### config.mk
export PLATFORM = sky130hd
export DESIGN_NAME = ubx_ram
export DESIGN_NICKNAME = d
export VERILOG_FILES = /design/src/rtl/ubx_ram.sv
export SDC_FILE = /design/constraint.sdc
export NUM_CORES = 2
export LEC_CHECK = 0
export ABC_CLOCK_PERIOD_IN_PS = 7200
export CELL_PAD_IN_SITES_DETAIL_PLACEMENT = 1
export CELL_PAD_IN_SITES_GLOBAL_PLACEMENT = 2
export CORE_MARGIN = 8
export CORE_UTILIZATION = 55
export CTS_BUF_LIST = sky130_fd_sc_hd__clkbuf_4 sky130_fd_sc_hd__clkbuf_8
export CTS_CLUSTER_SIZE = 40
export DETAILED_ROUTE_END_ITERATION = 7
export DONT_BUFFER_PORTS = 1
export PLACE_DENSITY_LB_ADDON = 0.1
export SETUP_SLACK_MARGIN = 0.02
export SKIP_CTS_REPAIR_TIMING = 1
export SLEW_MARGIN = 20
export SYNTH_ARGS = -nofsm -noshare
export SYNTH_HDL_FRONTEND = slang
export SYNTH_SLANG_ARGS = --single-unit
### constraint.sdc
create_clock -name clk -period 7.2 [get_ports clk]
set_input_delay 1.08 -clock clk [delete_from_list [all_inputs] [get_ports clk]]
set_output_delay 1.08 -clock clk [all_outputs]
set_load 0.03 [all_outputs]
### src/rtl/ubx_ram.sv
// Generic single-write, single-read RAM with a registered read port.
// No dependencies.
module ubx_ram #(
  parameter int WIDTH = 8,
  parameter int DEPTH = 512,
  localparam int AW = $clog2(DEPTH)
) (
  input  logic             clk,
  input  logic             we,
  input  logic [AW-1:0]    waddr,
  input  logic [WIDTH-1:0] wdata,
  input  logic [AW-1:0]    raddr,
  output logic [WIDTH-1:0] rdata
);

  logic [WIDTH-1:0] mem [DEPTH];

  always_ff @(posedge clk) begin
    if (we) begin
      mem[waddr] <= wdata;
    end
    rdata <= mem[raddr];
  end

endmodule

==> results.toml <==
[yosys]
ys_warn_count = 0
synth.largest_area_cell = "edfxtp_1"
syn_area_per_cell_um2 = 19.9
synth_top_area_share_pct = 76.9
synthesis.instances = 8030
synth.most_common_cell = "edfxtp_1"
synth_sequential_area_ratio_pct = 77.0
synth_ff_type = "edfxtp_1"
synth_commonest_cells = "edfxtp_1 (4096), mux2i_1 (797), mux4_2 (654)"
yosys-top-cells-area = "edfxtp_1 (77%), mux4_2 (9.2%), mux2i_1 (5.0%)"
synth_seq_cells = 4104
netlist_area_um2 = 160000
synth.net_count = 8058
synth_edf_count = 4096
ys_async_sr_fraction_pct = 0
synth_cell_type_count = 51

[global_routing]
overflow = 0
antenna_found_initial = 19
grt.total_usage_pct = 27.8
grt_pass1_wl_mm = 622
grt_max_degree = 622
first_global_vias = 85700

[worst_setup_path]
cp-end-kind = "flip-flop"
critPathArrivalTime_ns = 7.73
cp.buffers_inverters = 6
path_common_cell = "buf_16"
crit_fanout = 122
path_delay_family = "simple AND/OR/NAND/NOR gates"
worst-setup-path-type = "input pin to flip-flop"
crit_slowest_cell = "nor4_1"
crit_required_ns = 8.29
cp_cell_sequence = "buf_16 -> buf_16 -> buf_16 -> buf_16 -> buf_16 -> buf_16 -> mux2i_1 -> o221ai_1 -> a21oi_1 -> nor4_1 -> nand4_1 -> nor4_1 -> o2111a_1"
start_kind = "input pin"
slowest_delay_ns = 1.15

[finish]
drive_gt1_share_pct = 21.2
nets = 8357
synthToLayoutAreaGrowth_pct = 10.6
stdcell_count = 12700
nFillCells = 24200
final_util_pct = 61.0
multi_input_area_um2 = 34100
regArea_um2 = 123000

[sta]
setup_viol = 0
slew_headroom_pct = -3.77
worstMarginPinSlew_ns = 1.56
post-route-period-util_pct = 92.2
fmax_mhz = 151
finalMaxSlewViolations = 165
skew_ns = 0.0753
fin_hold_ws_ns = 0.121
rsz0062_at_grt = "no"
hold_viol = 0
period_minus_slack_ns = 6.64

[power]
finalPower_mw = 48.0
sw_frac_of_total_pct = 22.3
power_frac_seq_pct = 55.0
pwr-share-clk_pct = 40.5
ir_drop_uv = 210
p_comb_share_pct = 4.5
p_int_mw = 37.3
p_leak_nw = 56.1
powerDensity_nw_per_um2 = 272
switchingPower_mw = 10.7

[die]
start_util_pct = 55.1
ios = 36
placementRows = 198
dieHeight_um = 555
die_x_um = 555
die_area_um2 = 308000
core_um2 = 290000

[placed_design]
dp.cells = 11500
port_buffers = 0
place_congestion = 0.821
hpwl_mm = 242

[drt]
drcViolationCount = 0
drt_iter0_markers = 8408
wl_per_cell_um = 34.4
first_pass_iters = 5
via_per_inst = 6.47
drt-total-wl_mm = 438
final_antenna_net_count = 0
vias = 82500

[run_status]
run_status = "finished, violations left"
violations = "max-slew violations"

[clocking]
cts.sinks = 4104
cts_buffers = 659
clk_path_buf_depth = 4
cts.clk_slew.worst_paths_ns = 0.06
clk_latency_ns = 1.20
cts_htree_levels = 6
cts_root_buffer = "clkbuf_8"
cts_tree = "yes"

[job]
drv_cap = 0

[hold_path]
hp-class = "input pin to flip-flop"
sequential cells by signal, indices dropped and copies added (netlist names):
register  count
mem        4096
rdata         8
metrics by stage:
step	instance area (um2)	setup slack [ns]	TNS, ns
global placement	163000	-0.373	-0.373
detailed placement	163000	-0.312	-0.312
CTS	176000	0.984	0
floorplan	160000	4.15	0
finish	177000	0.562	0
global route	177000	0.723	0
path summary, 6_finish.rpt:
kind	startpoint	end	slack (ns)	depth (start not counted)
setup / recovery	raddr[0]	rdata[0]	0.56	13
setup reg to reg	mem[57][0]	rdata[0]	3.17	7
hold reg to reg	mem[318][7]	rdata[7]	1.15	4
hold / removal	wdata[5]	mem[150][5]	0.12	0
cells in the final DEF (no fill, tap or decap), drive strengths merged, types with 9 or more instances in the layout:
cell type and instances:
nand4 32, nor2 597, a211oi 17, inv 31
edfxtp 4096, o221ai 372, nor4 36, diode 13
and2 20, mux2i 797, clkinv 203, nor3 109
clkbuf 908, a21oi 194, o21ai 119, nand2 111
clkinvlp 13, a22oi 61, nand3 36, o31ai 13
o22ai 163, dlygate4sd3 9, buf 142, mux4 654
worst register-to-register path, cell delays in order (launching register included):
cell	delay, ns
edfxtp_1	0.33
mux2i_1	0.08
o221ai_1	0.38
a21oi_1	0.24
nor4_1	1.06
nand4_1	0.38
nor4_1	1.15
o2111a_1	0.31
power by group through the flow:
stage / Sequential [mW] / Clock, mW / Combinational (mW)
final: 26.4 / 19.4 / 2.18
after global routing: 26.4 / 20.6 / 2.28
after CTS: 26.4 / 19.7 / 1.76
after detailed placement: 26.9 / 0 / 1.75
after global placement: 26.9 / 0 / 1.73
after floorplan: 26.8 / 0 / 1.25
layer usage:
metal	global-route usage [%]	vias up	wire [um]	share of wire (%)
met5	0	-	62	0.014
met4	9.69	8	14800	3.4
met3	5.27	778	32400	7.4
met2	45.1	3412	213000	49
met1	38.4	44100	178000	41
li1	-	34100	-	-
cell type report:
type | count | share of cell area [%]
sequential | 4104 | 69.6
multi-input combinational | 3410 | 19.3
clock buffer | 908 | 6.25
tap | 3900 | 2.76
timing repair buffer | 151 | 1.19
clock inverter | 252 | 0.861
antenna | 13 | 0.0184
inverter | 3 | 0.0106
kinds of logic (layout without fill, tap and decap cells):
family / Yosys count / count (layout) / synth area share [%]
compound gates: 979 / 979 / 4.31
buf+inv: 516 / 1314 / 1.85
flops: 4104 / 4104 / 77.0
mux: 1451 / 1451 / 14.2
other cells: 0 / 13 / 0
simple gates: 980 / 980 / 2.63
Power figures use the tool's default switching activity.
